--- src/ddtu_pkg.sv ---
// Package for the display dirty tile updater.
// Holds field widths, command byte constants, the controller state type and
// the result word type. No dependencies.
`default_nettype none

package ddtu_pkg;

   localparam int SCREEN_W = 2;
   localparam int PAGE_W   = 3;
   localparam int TILE_W   = 4;
   localparam int LANES    = 8;
   localparam int WORD_W   = 64;

   localparam int SCREENS_DEF = 4;
   localparam int PAGES_DEF   = 8;
   localparam int TILES_DEF   = 16;

   localparam logic [7:0] CMD_ZERO      = 8'h00;
   localparam logic [7:0] CMD_PAGE_BASE = 8'hB0;
   localparam logic [7:0] CMD_COL_MASK  = 8'h0F;
   localparam logic [7:0] CMD_COL_HIGH  = 8'h10;

   localparam logic KIND_CMD  = 1'b0;
   localparam logic KIND_DATA = 1'b1;

   typedef enum logic [2:0] {
      ST_CLEAR,
      ST_IDLE,
      ST_LOOK,
      ST_CMD,
      ST_FETCH,
      ST_EMIT
   } ddtu_state_type;

   typedef logic [LANES-1:0][7:0] ddtu_bytes_type;

   typedef struct packed {
      logic [SCREEN_W-1:0] out_screen;
      logic                kind;
      ddtu_bytes_type      out_bytes;
      logic                last_of_run;
   } ddtu_rsp_type;

endpackage

`default_nettype wire

--- src/ddtu_lane.sv ---
// One column lane: builds a vertical column byte from the eight row bytes
// and compares it with the stored byte. Depends on ddtu_pkg.
`default_nettype none

module ddtu_lane
   import ddtu_pkg::*;
#(
   parameter int LANE = 0
) (
   input  wire ddtu_bytes_type rows,
   input  wire logic [7:0]     old_byte,
   output logic [7:0]          col_byte,
   output logic                differs
);

   // Column LANE is bit 7-LANE of every row, since bit 7 is the leftmost pixel.
   localparam int SRC_BIT = 7 - LANE;

   always_comb begin
      for (int b = 0; b < 8; b++) begin
         col_byte[b] = rows[b][SRC_BIT];
      end
      differs = (col_byte != old_byte);
   end

endmodule

`default_nettype wire

--- config.mk ---
export PLATFORM = sky130hd
export DESIGN_NAME = ddtu_lane
export DESIGN_NICKNAME = d
export VERILOG_FILES = /design/src/ddtu_pkg.sv /design/src/ddtu_lane.sv
export SDC_FILE = /design/constraint.sdc
export NUM_CORES = 1
export LEC_CHECK = 0
export BUFFER_PORTS_ARGS = -buffer_cell sky130_fd_sc_hd__buf_2
export CAP_MARGIN = 5
export CORE_MARGIN = 3
export CORE_UTILIZATION = 11
export DETAILED_ROUTE_END_ITERATION = 6
export MAX_ROUTING_LAYER = met4
export PLACE_DENSITY = 0.78
export REMOVE_ABC_BUFFERS = 1
export SYNTH_ARGS = -nofsm -noshare
export SYNTH_HDL_FRONTEND = slang
export SYNTH_SLANG_ARGS = --single-unit
--- constraint.sdc ---
create_clock -name vclk -period 0.8
set_input_delay 0.04 -clock vclk [all_inputs]
set_output_delay 0.04 -clock vclk [all_outputs]
set_load 0.02 [all_outputs]
# [Word level (Yosys, flattened, before mapping)]
# Index checks and enable logic that the tools add are counted.
[totals] reg_bits=0 rom_bits=0 ramBits=0 wordCells=1 latch_bits=0 output_inout_bits=9 n_memories=0
[op_classes] eq_ne=1 reduce_logical=0 n_shift=0 n_mul=0 bitwise_logic=0 muxes=0 n_lt_le_gt_ge=0 div_mod_pow=0 add_sub_neg=0
[ops] operator="$ne A8 B8 Y1" n=1

# [Logic depth before layout (Yosys ltp)]
[logic_depth] ltp_word=1 ltp_mapped=3 depth_no_buf=3

# [Least setup slack after synthesis]
# No wires, ideal clock.
[synth_timing] kind="input port to output port" start="input port old_byte[5]" end="output port differs" setup_slack_ns=0.152 t_required_ns=0.760 stages=3 arrival_time_ns=0.608 path_cell_list="xor2_1 nor4_1 nand2_1"
[synth_via] elab_chain_len=1
[synth_lines] item="start: declaration" line_no="ddtu_lane.sv:11" source="input wire logic [7:0] old_byte,"
[synth_lines] item="$ne A8 B8 Y1" line_no="ddtu_lane.sv:23" source="differs = (col_byte != old_byte);"
[synth_lines] item="end: declaration" line_no="ddtu_lane.sv:13" source="output logic differs"
# Every way passes these cells.

# [Worst setup path in the final report]
[layout_timing] start="input port old_byte[1]" end="output port differs"
# Same word-level chain as after synthesis.

==> flow_metrics.py <==
metrics = {
    "run": {
        "maxCapViolCount": 0,
    },
    "drt": {
        "drt_iter0_markers": 0,
        "wirelength_um": 363,
        "drc_errors": 0,
        "ant_nets": 0,
        "first_pass_iters": 1,
        "vias": 176,
        "viasPerCell": 3.52,
        "wl_per_cell_um": 7.26,
    },
    "pwr": {
        "p_total_w": 0.000138,
        "power.density_nw_per_um2": 545,
        "comb_power_share_pct": 100.0,
        "power_switching_w": 0.0000707,
        "sw_frac_of_total_pct": 51.1,
        "p_seq_share_pct": 0,
        "power_frac_clock_pct": 0,
        "vdd_ir_drop_max_uv": 139,
        "intPower_w": 0.0000678,
        "leakagePower_nw": 0.140,
    },
    "logic_synthesis": {
        "ys_warn_count": 0,
        "postSynthAreaPerCell_um2": 7.70,
        "synth_seq_area_share_pct": 0,
        "yosysTopAreaCellShare_pct": 47.9,
        "synth_area_um2": 146,
        "syn_inst": 19,
        "synth.distinct_cells": 4,
        "synthTopCellsByCount": "buf_4, xor2_1, nor4_1",
        "yosysTopAreaCell": "xor2_1",
        "synthTopCellsByArea": "xor2_1, buf_4, nor4_1",
    },
    "placed_design": {
        "place_congestion": 0.632,
        "dp_cells": 50,
        "io_buffer_count": 25,
        "dpl-instance-area_um2": 229,
        "hpwl_um": 354,
    },
    "critical_path": {
        "crit_start": "old_byte[1]",
        "path_class": "in -> out",
        "endpoint_kind": "primary output",
        "slowest_stage": "nor4_1",
        "cp_data_required_time_ns": 0.76,
        "crit_arrival_ns": 0.81,
        "crit_chain": "buf_2, xor2_1, nor4_1, nand2_1, buf_6",
        "slowest_delay_ns": 0.28,
        "cp-start-kind": "input port",
        "crit_fanout": 1,
    },
    "sta": {
        "finalSetupTns_ns": -0.0464,
        "min_period_over_period_pct": 106,
        "setup_viol": 1,
        "layout_min_cycle_time_ns": 0.846,
        "finalWorstSetupSlack_ns": -0.0464,
        "worstMarginPinSlew_ns": 0.237,
        "final_max_slew_viol_count": 0,
        "rsz0062_at_grt": "yes",
        "slew-limit-headroom_pct": 84.1,
        "max_freq_mhz": 1180,
        "finalHoldViolCount": 0,
    },
    "cells_and_area": {
        "diodes": 0,
        "fin_nets": 110,
        "synthToLayoutAreaGrowth_pct": 73.5,
        "design_area_um2": 254,
        "layoutNonFillerInstCount": 50,
        "numSequentialCells": 0,
        "clock_buffers": 0,
        "regArea_um2": 0,
        "final_layout_size_suffix_gt1_share_pct": 72.2,
    },
    "floorplanning": {
        "core_region_area_um2": 1170,
        "die_w_um": 42.5,
        "initial_core_util_pct": 12.5,
        "die_area_um2": 1800,
        "die_h_um": 42.5,
        "pin_count": 81,
        "num_rows": 12,
    },
    "global_routing": {
        "overflow": 0,
        "first_global_vias": 156,
        "grt_pass1_wl_um": 586,
        "antenna_found_initial": 0,
        "grtUsageTotal_pct": 4.01,
        "grt_max_degree": 3,
    },
    "min_path": {
        "min_path_type": "in -> out",
        "hp-start": "rows[7]",
    },
    "clocking": {
        "hold_buffers": 0,
        "post-cts-setup-buffers": 0,
    },
    "outcome": {
        "outcome": "complete, but fails checks",
        "violations": "negative setup slack",
    },
}
-- metal layers --
layer  vias to the layer above  global-route usage [%]  wire (um)  part of all wire [%]
met4                         0                       0          0                     0
met2                        25                    8.21        141                    39
met1                        64                    4.00        110                    30
li1                         87                       -          -                     -
met3                         0                   0.858        110                    30
met5                         -                       -          0                     0
-- area by class of cell --
| cell class | count | area, um2 |
|---|---|---|
| fillers | 126 | 917 |
| repair buffers | 25 | 144 |
| multi-input cells | 11 | 92.6 |
| well taps | 14 | 17.5 |
-- worst max-delay path, delay by kind of cell --
family                 cells  cell delay [ns]
AND/OR/NAND/NOR            2             0.38
buffers and inverters      2             0.24
XOR/XNOR                   1             0.15
-- through the flow --
stage / hold slack, ns / worst slack, ns / util, %
after detailed placement: 0.325 / -0.148 / 19.6
after global routing: 0.307 / -0.161 / 21.7
after global placement: 0.324 / -0.149 / 19.6
after CTS: 0.299 / -0.0863 / 21.7
after floorplan: 0.0800 / 0.152 / -
final: 0.299 / -0.0464 / 21.7
-- power by group through the flow --
stage / Sequential [W] / Combinational (W) / Clock, W
6_report: 0 / 0.000138 / 0
5_1_grt: 0 / 0.000150 / 0
4_1_cts: 0 / 0.000141 / 0
3_5_place_dp: 0 / 0.000130 / 0
3_3_place_gp: 0 / 0.000127 / 0
2_1_floorplan: 0 / 0.0000289 / 0
-- placed cells by master, fill, tap and decap left out --
cell type,n
buf_2,22
xor2_1,8
buf_6,3
nor4_1,1
nor4_2,1
nand2_1,1
-- kinds of logic (layout without fill, tap and decap cells) --
family,after synthesis,count (layout),share of synthesized area (%)
buf+inv,8,25,41.0
simple gates,3,3,11.1
xor+xnor,8,8,47.9
-- worst paths after layout --
kind	to	slack, ns	depth (start not counted)
worst max-delay path	differs	-0.05	5
worst min-delay path	col_byte[0]	0.30	2
-- what timing repair did --
action | in CTS | in global routing
setup endpoints to repair | 1 | 1
pin swaps | 3 | 0
resized for setup | 5 | 0
(Power assumes the default switching activity.)
